<file path="config.mk">
export PLATFORM = sky130hd
export DESIGN_NAME = round_robin_interrupt_injector_unit
export DESIGN_NICKNAME = d
export VERILOG_FILES = /design/src/sv/rrii_pkg.sv /design/src/sv/round_robin_interrupt_injector_unit.sv /design/src/sv/rrii_cell.sv
export SDC_FILE = /design/constraint.sdc
export NUM_CORES = 1
export LEC_CHECK = 0
export ABC_CLOCK_PERIOD_IN_PS = 6300
export BUFFER_PORTS_ARGS = -buffer_cell sky130_fd_sc_hd__buf_2
export CAP_MARGIN = 0
export CORE_UTILIZATION = 35
export DETAILED_ROUTE_END_ITERATION = 8
export GPL_ROUTABILITY_DRIVEN = 0
export HOLD_SLACK_MARGIN = 0.02
export PLACE_DENSITY = 0.47
export SETUP_SLACK_MARGIN = 0.05
export SLEW_MARGIN = 20
export SYNTH_ARGS = -nofsm -noshare
export SYNTH_HDL_FRONTEND = slang
export SYNTH_SLANG_ARGS = --single-unit
</file>
<file path="constraint.sdc">
create_clock -name clk -period 6.3 [get_ports clk]
set_input_delay 1.575 -clock clk [delete_from_list [all_inputs] [get_ports clk]]
set_output_delay 1.575 -clock clk [all_outputs]
set_load 0.02 [all_outputs]
</file>
<file path="src/sv/rrii_pkg.sv">
package rrii_pkg;

    localparam int TABLE_DEPTH_DEF = 32;
    localparam int NUM_W = 9;
    localparam int MASK_W = 32;
    localparam int ROUND_W = 32;

    localparam logic [1:0] ACT_ENABLE  = 2'd0;
    localparam logic [1:0] ACT_DISABLE = 2'd1;
    localparam logic [1:0] ACT_FIRE    = 2'd2;

    localparam logic [2:0] STAT_REENABLED = 3'd0;
    localparam logic [2:0] STAT_INSERTED  = 3'd1;
    localparam logic [2:0] STAT_FULL      = 3'd2;
    localparam logic [2:0] STAT_NOTFOUND  = 3'd3;
    localparam logic [2:0] STAT_DISABLED  = 3'd4;
    localparam logic [2:0] STAT_FIRED     = 3'd5;

    typedef enum logic [1:0] {
        ST_IDLE,
        ST_LOOK,
        ST_PICK,
        ST_APPLY
    } rrii_state_t;

    // per-step commands broadcast to every cell
    typedef struct packed {
        logic look;
        logic pick;
        logic set_en;
        logic clr_en;
        logic append;
    } rrii_ctrl_t;

endpackage

</file>
<file path="src/sv/round_robin_interrupt_injector_unit.sv">
// channel  | handshake            | payload
// ---------+----------------------+-------------------------------------------
// request  | start / busy         | action, irq_number
// result   | done (one cycle)     | status, fired, fired_number, rounds
// config   | cfg_valid/cfg_ready  | cfg_data (hang_mask)
//
// every request passes through accept, compare in all cells, round-robin
// grant along the cell chain, then update; the result strobe comes on the
// cycle after the update, when busy is already low again.
// the grant search is one pass through the row of cells, so the latency does
// not depend on the table depth. reset empties the table at once.
// the receiver cannot stall; config is always ready.
module round_robin_interrupt_injector_unit #(
    parameter int TABLE_DEPTH = rrii_pkg::TABLE_DEPTH_DEF
) (
    input  logic                          clk,
    input  logic                          rst_n,
    input  logic                          start,
    output logic                          busy,
    input  logic [1:0]                    action,
    input  logic [rrii_pkg::NUM_W-1:0]    irq_number,
    input  logic                          cfg_valid,
    output logic                          cfg_ready,
    input  logic [rrii_pkg::MASK_W-1:0]   cfg_data,
    output logic                          done,
    output logic [2:0]                    status,
    output logic                          fired,
    output logic [rrii_pkg::NUM_W-1:0]    fired_number,
    output logic [rrii_pkg::ROUND_W-1:0]  rounds
);

    localparam int CNT_W = $clog2(TABLE_DEPTH + 1);
    localparam int IDX_W = (TABLE_DEPTH > 1) ? $clog2(TABLE_DEPTH) : 1;

    rrii_pkg::rrii_state_t state_reg, state_next;
    rrii_pkg::rrii_ctrl_t  ctrl;

    logic [rrii_pkg::MASK_W-1:0]  hang_mask_reg;
    logic [1:0]                   action_reg;
    logic [rrii_pkg::NUM_W-1:0]   number_reg;
    logic [CNT_W-1:0]             count_reg, count_next;
    logic [IDX_W-1:0]             next_slot_reg, next_slot_next;
    logic [rrii_pkg::ROUND_W-1:0] round_reg, round_next;

    logic                         done_reg;
    logic [2:0]                   status_reg, status_next;
    logic                         fired_reg, fired_next;
    logic [rrii_pkg::NUM_W-1:0]   fired_number_reg, fired_number_next;

    logic [TABLE_DEPTH:0]         taken_upper;
    logic [TABLE_DEPTH:0]         taken_all;
    logic [TABLE_DEPTH-1:0]       match_vec;
    logic [TABLE_DEPTH-1:0]       grant_vec;
    logic [TABLE_DEPTH-1:0]       hung_vec;
    logic [rrii_pkg::NUM_W-1:0]   cell_number [TABLE_DEPTH];

    logic                         found;
    logic                         any_grant;
    logic [IDX_W-1:0]             grant_idx;
    logic [rrii_pkg::NUM_W-1:0]   grant_num;
    logic                         grant_last;
    logic                         wrapped;

    assign taken_upper[0] = 1'b0;
    assign taken_all[0] = 1'b0;

    for (genvar i = 0; i < TABLE_DEPTH; i++)
    begin : g_cell
        if (i < rrii_pkg::MASK_W)
        begin : g_mask
            assign hung_vec[i] = hang_mask_reg[i];
        end
        else
        begin : g_nomask
            assign hung_vec[i] = 1'b0;
        end

        rrii_cell #(
            .TABLE_DEPTH (TABLE_DEPTH),
            .CELL_INDEX  (i),
            .CNT_W       (CNT_W),
            .IDX_W       (IDX_W)
        ) u_cell (
            .clk             (clk),
            .rst_n           (rst_n),
            .ctrl            (ctrl),
            .req_number      (number_reg),
            .count           (count_reg),
            .next_slot       (next_slot_reg),
            .hung            (hung_vec[i]),
            .any_upper       (taken_upper[TABLE_DEPTH]),
            .taken_upper_in  (taken_upper[i]),
            .taken_all_in    (taken_all[i]),
            .taken_upper_out (taken_upper[i+1]),
            .taken_all_out   (taken_all[i+1]),
            .match           (match_vec[i]),
            .grant           (grant_vec[i]),
            .grant_number    (cell_number[i])
        );
    end

    // grant is one-hot, so the index and number fold down by or
    always_comb
    begin
        grant_idx = '0;
        grant_num = '0;
        for (int i = 0; i < TABLE_DEPTH; i++)
        begin
            if (grant_vec[i])
            begin
                grant_idx = grant_idx | IDX_W'(i);
            end
            grant_num = grant_num | cell_number[i];
        end
    end

    assign found = |match_vec;
    assign any_grant = |grant_vec;
    assign grant_last = (CNT_W'(grant_idx) + CNT_W'(1)) == count_reg;
    assign wrapped = grant_idx < next_slot_reg;

    always_ff @(posedge clk or negedge rst_n)
    begin
        if (!rst_n)
        begin
            state_reg <= rrii_pkg::ST_IDLE;
        end
        else
        begin
            state_reg <= state_next;
        end
    end

    always_comb
    begin
        state_next = state_reg;
        ctrl = '0;
        count_next = count_reg;
        next_slot_next = next_slot_reg;
        round_next = round_reg;
        status_next = rrii_pkg::STAT_NOTFOUND;
        fired_next = 1'b0;
        fired_number_next = '0;
        unique case (state_reg)
            rrii_pkg::ST_IDLE:
            begin
                if (start)
                begin
                    state_next = rrii_pkg::ST_LOOK;
                end
            end
            rrii_pkg::ST_LOOK:
            begin
                ctrl.look = 1'b1;
                state_next = rrii_pkg::ST_PICK;
            end
            rrii_pkg::ST_PICK:
            begin
                ctrl.pick = 1'b1;
                state_next = rrii_pkg::ST_APPLY;
            end
            rrii_pkg::ST_APPLY:
            begin
                state_next = rrii_pkg::ST_IDLE;
                case (action_reg)
                    rrii_pkg::ACT_ENABLE:
                    begin
                        if (found)
                        begin
                            ctrl.set_en = 1'b1;
                            status_next = rrii_pkg::STAT_REENABLED;
                        end
                        else if (count_reg == CNT_W'(TABLE_DEPTH))
                        begin
                            status_next = rrii_pkg::STAT_FULL;
                        end
                        else
                        begin
                            ctrl.append = 1'b1;
                            count_next = count_reg + CNT_W'(1);
                            status_next = rrii_pkg::STAT_INSERTED;
                        end
                    end
                    rrii_pkg::ACT_DISABLE:
                    begin
                        if (found)
                        begin
                            ctrl.clr_en = 1'b1;
                            status_next = rrii_pkg::STAT_DISABLED;
                        end
                    end
                    rrii_pkg::ACT_FIRE:
                    begin
                        if (any_grant)
                        begin
                            status_next = rrii_pkg::STAT_FIRED;
                            fired_next = 1'b1;
                            fired_number_next = grant_num;
                            next_slot_next = grant_last ? '0 : grant_idx + IDX_W'(1);
                            if (wrapped || grant_last)
                            begin
                                round_next = round_reg + rrii_pkg::ROUND_W'(1);
                            end
                        end
                        // a full scan passes the last slot, then one more
                        else if (count_reg == '0)
                        begin
                            round_next = round_reg + rrii_pkg::ROUND_W'(1);
                        end
                        else
                        begin
                            round_next = round_reg + rrii_pkg::ROUND_W'(2);
                        end
                    end
                    default:
                    begin
                        status_next = rrii_pkg::STAT_NOTFOUND;
                    end
                endcase
            end
            default:
            begin
                state_next = rrii_pkg::ST_IDLE;
            end
        endcase
    end

    always_ff @(posedge clk or negedge rst_n)
    begin
        if (!rst_n)
        begin
            hang_mask_reg <= '0;
            count_reg <= '0;
            next_slot_reg <= '0;
            round_reg <= '0;
            done_reg <= 1'b0;
        end
        else
        begin
            if (cfg_valid && cfg_ready)
            begin
                hang_mask_reg <= cfg_data;
            end
            count_reg <= count_next;
            next_slot_reg <= next_slot_next;
            round_reg <= round_next;
            done_reg <= (state_reg == rrii_pkg::ST_APPLY);
        end
    end

    always_ff @(posedge clk)
    begin
        if (start && !busy)
        begin
            action_reg <= action;
            number_reg <= irq_number;
        end
        if (state_reg == rrii_pkg::ST_APPLY)
        begin
            status_reg <= status_next;
            fired_reg <= fired_next;
            fired_number_reg <= fired_number_next;
        end
    end

    assign busy = (state_reg != rrii_pkg::ST_IDLE);
    assign cfg_ready = 1'b1;
    assign done = done_reg;
    assign status = status_reg;
    assign fired = fired_reg;
    assign fired_number = fired_number_reg;
    assign rounds = round_reg;

    a_grant_onehot: assert property (@(posedge clk) disable iff (!rst_n)
        $onehot0(grant_vec))
        else $error("more than one slot granted");

    a_count_bound: assert property (@(posedge clk) disable iff (!rst_n)
        count_reg <= CNT_W'(TABLE_DEPTH))
        else $error("entry count beyond table depth");

    a_pointer_range: assert property (@(posedge clk) disable iff (!rst_n)
        (count_reg == '0 && next_slot_reg == '0) || (CNT_W'(next_slot_reg) < count_reg))
        else $error("next slot pointer outside the table");

    a_fired_status: assert property (@(posedge clk) disable iff (!rst_n)
        done |-> (fired == (status == rrii_pkg::STAT_FIRED)))
        else $error("fired flag disagrees with status");

    a_done_timing: assert property (@(posedge clk) disable iff (!rst_n)
        (start && !busy) |-> ##4 done)
        else $error("result strobe not four cycles after request");

endmodule

</file>
<file path="src/sv/rrii_cell.sv">
module rrii_cell #(
    parameter int TABLE_DEPTH = rrii_pkg::TABLE_DEPTH_DEF,
    parameter int CELL_INDEX = 0,
    parameter int CNT_W = $clog2(TABLE_DEPTH + 1),
    parameter int IDX_W = (TABLE_DEPTH > 1) ? $clog2(TABLE_DEPTH) : 1
) (
    input  logic                          clk,
    input  logic                          rst_n,
    input  rrii_pkg::rrii_ctrl_t          ctrl,
    input  logic [rrii_pkg::NUM_W-1:0]    req_number,
    input  logic [CNT_W-1:0]              count,
    input  logic [IDX_W-1:0]              next_slot,
    input  logic                          hung,
    input  logic                          any_upper,
    input  logic                          taken_upper_in,
    input  logic                          taken_all_in,
    output logic                          taken_upper_out,
    output logic                          taken_all_out,
    output logic                          match,
    output logic                          grant,
    output logic [rrii_pkg::NUM_W-1:0]    grant_number
);

    logic [rrii_pkg::NUM_W-1:0] number_reg;
    logic                       en_reg;
    logic                       match_reg;
    logic                       elig_reg;
    logic                       grant_reg;
    logic                       in_use;
    logic                       upper;
    logic                       req_upper;
    logic                       grant_next;

    assign in_use = CNT_W'(CELL_INDEX) < count;
    // slots at or after the pointer get first pick
    assign upper = (CNT_W'(CELL_INDEX) >= CNT_W'(next_slot));
    assign req_upper = elig_reg && upper;

    assign taken_upper_out = taken_upper_in || req_upper;
    assign taken_all_out = taken_all_in || elig_reg;
    assign grant_next = (req_upper && !taken_upper_in)
                     || (!any_upper && elig_reg && !taken_all_in);

    always_ff @(posedge clk or negedge rst_n)
    begin
        if (!rst_n)
        begin
            en_reg <= 1'b0;
            match_reg <= 1'b0;
            elig_reg <= 1'b0;
            grant_reg <= 1'b0;
        end
        else
        begin
            if (ctrl.look)
            begin
                match_reg <= in_use && (number_reg == req_number);
                elig_reg <= in_use && en_reg && !hung;
            end
            if (ctrl.pick)
            begin
                grant_reg <= grant_next;
            end
            if (ctrl.set_en && match_reg)
            begin
                en_reg <= 1'b1;
            end
            if (ctrl.clr_en && match_reg)
            begin
                en_reg <= 1'b0;
            end
            if (ctrl.append && (CNT_W'(CELL_INDEX) == count))
            begin
                en_reg <= 1'b1;
            end
        end
    end

    always_ff @(posedge clk)
    begin
        if (ctrl.append && (CNT_W'(CELL_INDEX) == count))
        begin
            number_reg <= req_number;
        end
    end

    assign match = match_reg;
    assign grant = grant_reg;
    assign grant_number = grant_reg ? number_reg : '0;

endmodule

</file>
==> flow_summary.ini, run 1 <==
[status]
status = finished, final reports clean

[pwr]
powerDensity_nw_per_um2 = 371
vdd_ir_drop_max_mv = 0.199
p_leak_nw = 10.3

[sta]
fin_worst_skew_ps = 23.1
rsz0062_at_grt = no
holdWs_ps = 460
finalSetupViolations = 0
clock.fmax_mhz = 247
slew_headroom = 0.241
worstMarginPinSlew_ps = 1130
drv_slew = 0
period_needed_ps = 4040
fin_tns_setup_ps = 0
hold_viol = 0
finalCritPeriodShare = 0.641

[clocking]
clock_path_buffers = 3
hold_buffers = 0
cts_root_buf = clkbuf_16
cts_buffers = 58
cts_tree = built
postCtsResizedCells = 0
h-tree-depth = 2
clk_pin_slew_ps = 60
post_cts_buffers = 0
clk_latency_ps = 640
cts.sinks = 518

[global_routing]
grt.total_usage = 0.265
grt_overflow_total = 0
antenna_found_initial = 5
grt_pass1_vias = 17800
grt_max_degree = 108
grt_pass1_wl_um = 135000

[drt]
wirelength_um = 95400
drt_iter0_drc = 2340
drc = 0
dr.pass1.iters = 7
viasPerCell = 5.89
drtAntennaViolNets = 0
vias = 18400
wl_per_cell_um = 30.5

[synth]
ys_types = 72
netlist_area_um2 = 24800
yosysSeqAreaShare = 0.585
ys_warn_count = 0
syn_area_per_cell_um2 = 12.0
synth_top_cell_by_area = edfxtp_1
synthArstFlopShare = 0.398
syn_inst = 2077
synth-seq-cells = 518
synth_edf_count = 312
synth_top_cell_area_share = 0.377
synth_area_leaders = edfxtp_1 38%, dfrtp_1 21%, xnor2_1 6.3%
synth_nets = 2139
synthFlopType = edfxtp_1

[floorplanning]
dieHeight_um = 268
core_area_um2 = 70100
row_count = 97
die_w_um = 268
die_area_um2 = 72000
start_util = 0.354
ios = 95

[final_layout]
diodes = 0
syn2layout_area_growth_pct = 13.6
drive_gt1_frac = 0.133
largest_reg_flops = 288
final_common_cell = edfxtp_1
mostFrequentLayoutCells = 312 x edfxtp_1, 206 x dfrtp_1, 180 x xnor2_1, 149 x xor2_1, 123 x nor2_1
fillers = 6799
fin_nets = 2201

[worst_setup_path]
worstPathArrival_ps = 4300
path_delay_family = simple AND/OR/NAND/NOR gates
slowest_stage = nor2_1
critPathLaunch = g_cell[18].u_cell.match$_DFFE_PN0N_
cp.required_ps = 6560
r2r-start = g_cell[18].u_cell.match$_DFFE_PN0N_
start_kind = flip-flop
critPathMaxStageDelay_ps = 960
setup.worst_path.end_class = flip-flop
critical_path_buf_inv_count = 0
path_class = flip-flop to flip-flop
crit_fanout = 12
path_cells = nor4_1, nand2_1, nor4_1, and3_1, nand2_1, nor2_1

[worst_hold_path]
hold_class = flip-flop to flip-flop
holdCritStartpoint = rounds[31]$_DFFE_PN0P_

[placement]
dp_hpwl_um = 68900
io_buffer_count = 93

[run]
drv_cap = 0
## report_power, final
| group | internal, W | switching (W) |
|---|---|---|
| clock | 0.00198 | 0.00144 |
| sequential | 0.00387 | 0.000519 |
| combinational | 0.000842 | 0.00180 |
| total | 0.00669 | 0.00377 |
## worst paths after layout
path,end,slack [ps],cells past startpoint
worst min-delay path,rounds[31]$_DFFE_PN0P_,460,1
max in group asynchronous,hang_mask_reg[1]$_DFFE_PN0P_,4180,2
worst min register to register,rounds[31]$_DFFE_PN0P_,460,1
min in group asynchronous,g_cell[16].u_cell.grant$_DFFE_PN0P_,990,1
worst max register to register,g_cell[30].u_cell.number_reg[4]$_DFFE_PP_,2260,6
worst max-delay path,g_cell[30].u_cell.number_reg[4]$_DFFE_PP_,2260,6
## worst register-to-register path: stages (launching register included)
cell and delay (ps):
dfrtp_1 390, nor4_1 310, nand2_1 180, nor4_1 610, and3_1 500, nand2_1 710, nor2_1 970
## final cells by class
type / count / area (um2) / area share
clock buffer: 82 / 1610 / 0.0572
clock inverter: 27 / 260 / 0.00922
inverter: 89 / 334 / 0.0118
multi-input combinational: 1343 / 9510 / 0.337
sequential: 518 / 14500 / 0.515
tap: 940 / 1180 / 0.0417
timing repair buffer: 129 / 808 / 0.0286
## Yosys cell counts (12+ instances only)
| cell type | count |
|---|---|
| a211o_1 | 23 |
| and3_1 | 13 |
| o21ai_0 | 56 |
| nor2b_1 | 13 |
| clkbuf_1 | 86 |
| edfxtp_1 | 312 |
| dfrtp_1 | 206 |
| nor4_1 | 66 |
| a22o_1 | 38 |
| mux2_2 | 42 |
| nand2_1 | 108 |
| inv_1 | 86 |
| o32ai_1 | 12 |
| buf_1 | 25 |
| a31oi_1 | 16 |
| o22ai_1 | 19 |
| nor2_1 | 130 |
| xnor2_1 | 180 |
| ha_1 | 15 |
| nand3b_1 | 13 |
| xor2_1 | 149 |
| a22oi_1 | 75 |
| nand3_1 | 36 |
| a21oi_1 | 34 |
| nor3_1 | 41 |
| nand4_1 | 97 |
| a221oi_1 | 38 |
## per-layer routing
layer / vias to the layer above / part of all wire / track usage
li1: 7843 / - / -
met1: 9274 / 0.42 / 0.364
met2: 1032 / 0.44 / 0.404
met3: 263 / 0.084 / 0.0451
met4: 4 / 0.055 / 0.130
met5: - / 0.00024 / 0
## stage by stage
step | power (W) | cell area [um2] | worst slack (ps) | cells | utilization
6_report | 0.0105 | 28200 | 2260 | 3128 | 0.402
5_1_grt | 0.0108 | 28200 | 1980 | 3128 | 0.402
4_1_cts | 0.0104 | 28200 | 2210 | 3128 | 0.402
3_5_place_dp | 0.00701 | 26300 | 2270 | 3019 | 0.375
3_3_place_gp | 0.00701 | 26300 | 2380 | 3019 | 0.375
2_1_floorplan | 0.00588 | 24800 | 3170 | 2077 | -
## cells by family after synthesis
| family | count (synthesis) | synth area share |
|---|---|---|
| AO/OA/AOI/OAI | 370 | 0.109 |
| flip-flops | 518 | 0.585 |
| buffers and inverters | 216 | 0.0340 |
| adder cells (fa/ha/maj) | 16 | 0.00796 |
| AND/OR/NAND/NOR | 580 | 0.126 |
| other | 1 | 0.000151 |
| multiplexers | 45 | 0.0205 |
| XOR/XNOR | 331 | 0.118 |
(Power assumes the default switching activity.)
==> run 2, diff against run 1 <==
- ABC_CLOCK_PERIOD_IN_PS: 6300 -> 4100
- clock period: 6.3 -> 4.1 ns (I/O delays scaled with it)
==> run 2 against run 1 <==
  * Non-clock buffer count up 90
  * Global-route usage shrank 0.097 points
  * Clock power grew 46%
  * Routed wire length about the same
  * Largest cell class unchanged
  * Setup slack got worse by 1900 ps
  * Critical endpoint is now rounds[31]$_DFFE_PN0P_
==> flow_summary.ini, run 2 (synthesis results as in run 1) <==
[status]
status = finished, final reports clean

[placement]
dp_hpwl_um = 71400
pre_cts_slack_ps = 388
io_buffer_count = 93
placed_cell_area_um2 = 27000

[worst_setup_path]
start_kind = flip-flop
worstPathArrival_ps = 4260
crit_fanout = 12
slowest_stage = dfrtp_1
r2r-start = g_cell[13].u_cell.grant$_DFFE_PN0P_
path_class = flip-flop to flip-flop
setup.worst_path.end_class = flip-flop
critPathLaunch = g_cell[13].u_cell.grant$_DFFE_PN0P_
cp.required_ps = 4660
path_cells = nor4_1, nand4_1, ha_1, xnor3_1, nand3_1, nor4_4, a41oi_2, nor4b_2, xor2_1
critPathMaxStageDelay_ps = 690

[drt]
wl_per_cell_um = 29.7
drtAntennaViolNets = 0
vias = 18600
viasPerCell = 5.78
dr.pass1.iters = 7
wirelength_um = 95400
drc = 0
drt_iter0_drc = 2177

[floorplanning]
ios = 95
die_w_um = 268
dieHeight_um = 268
core_area_um2 = 70100
die_area_um2 = 72000
row_count = 97
start_util = 0.354

[clocking]
h-tree-depth = 2
post_cts_buffers = 0
postCtsResizedCells = 0
clock_path_buffers = 3
cts_tree = built
clk_pin_slew_ps = 60
cts_root_buf = clkbuf_16
cts_buffers = 59
cts.sinks = 518
clk_latency_ps = 640
hold_buffers = 0

[sta]
fin_tns_setup_ps = 0
slew_headroom = 0.279
rsz0062_at_grt = no
drv_slew = 0
worst_slack_ps = 395
period_needed_ps = 3710
fin_worst_skew_ps = 26.6
hold_viol = 0
finalSetupViolations = 0
finalCritPeriodShare = 0.904
worstMarginPinSlew_ps = 1070
clock.fmax_mhz = 270

[pwr]
powerDensity_nw_per_um2 = 555
p_leak_nw = 10.7
vdd_ir_drop_max_mv = 0.330

[global_routing]
grt_max_degree = 76
grt.total_usage = 0.264
antenna_found_initial = 1
grt_pass1_wl_um = 135000
grt_overflow_total = 0
grt_pass1_vias = 17900

[final_layout]
fillers = 6857
diodes = 0
drive_gt1_frac = 0.164
fin_area_um2 = 28800
mostFrequentLayoutCells = 312 x edfxtp_1, 206 x dfrtp_1, 180 x xnor2_1, 149 x xor2_1, 130 x nor2_1
final_common_cell = edfxtp_1
fin_nets = 2292
syn2layout_area_growth_pct = 16.0
largest_reg_flops = 288

[run]
drv_cap = 0

[worst_hold_path]
hold_class = input port to asynchronous set/reset pin
==> run 2: cell count changes in the layout (fill, tap and decap cells not counted), moves of 3 or more <==
cell	delta
clkbuf_1	-3
clkinv_2	+3
nor2_2	-7
nor2_1	+7
buf_4	+89
bufinv_16	-4
==> run 2: critical path: cells and delay by family (launching register included) <==
family | cells | cell delay, ps
adders and majority gates | 1 | 390
and+or+nand+nor | 5 | 1700
DFF | 1 | 690
AOI/OAI and AO/OA | 1 | 390
xor gates and xnor gates | 2 | 470
==> run 2: per-layer routing <==
metal  vias up  track usage  share of wire
met4         0        0.124          0.051
met3       206       0.0400          0.076
met1      9369        0.358           0.41
li1       8013            -              -
met5         -            0              0
met2       980        0.414           0.46
==> run 2: report_power, final <==
part           switching, W  internal (W)
clock network       0.00222       0.00277
logic               0.00308       0.00147
registers          0.000503       0.00596
total               0.00581        0.0102
==> run 2: final timing paths <==
path / endpoint / slack (ps) / cells after the start
max: rounds[31]$_DFFE_PN0P_ / 390 / 9
min: g_cell[13].u_cell.elig_reg$_DFFE_PN0N_ / 370 / 1
max reg2reg: rounds[31]$_DFFE_PN0P_ / 390 / 9
min reg2reg: rounds[31]$_DFFE_PN0P_ / 460 / 1
max in group asynchronous: hang_mask_reg[31]$_DFFE_PN0P_ / 2760 / 2
min in group clk: rounds[31]$_DFFE_PN0P_ / 460 / 1
==> run 2: through the flow <==
| step | utilization | cells | hold WS (ps) | total power [W] |
|---|---|---|---|---|
| floorplan | - | 2077 | 440 | 0.00903 |
| global placement | 0.385 | 3109 | 460 | 0.0110 |
| detailed placement | 0.385 | 3109 | 462 | 0.0110 |
| CTS | 0.411 | 3215 | 389 | 0.0160 |
| global route | 0.411 | 3215 | 408 | 0.0166 |
| finish | 0.411 | 3215 | 375 | 0.0160 |
==> run 2: cell type report <==
type                    count  area [um2]  share of cell area
clock buffers              77        1580              0.0547
clock inverters            29         211             0.00734
inverters                  89         334              0.0116
multi-input cells        1343        9500               0.330
flip-flops and latches    518       14500               0.504
well taps                 940        1180              0.0408
repair buffers            219        1500              0.0519
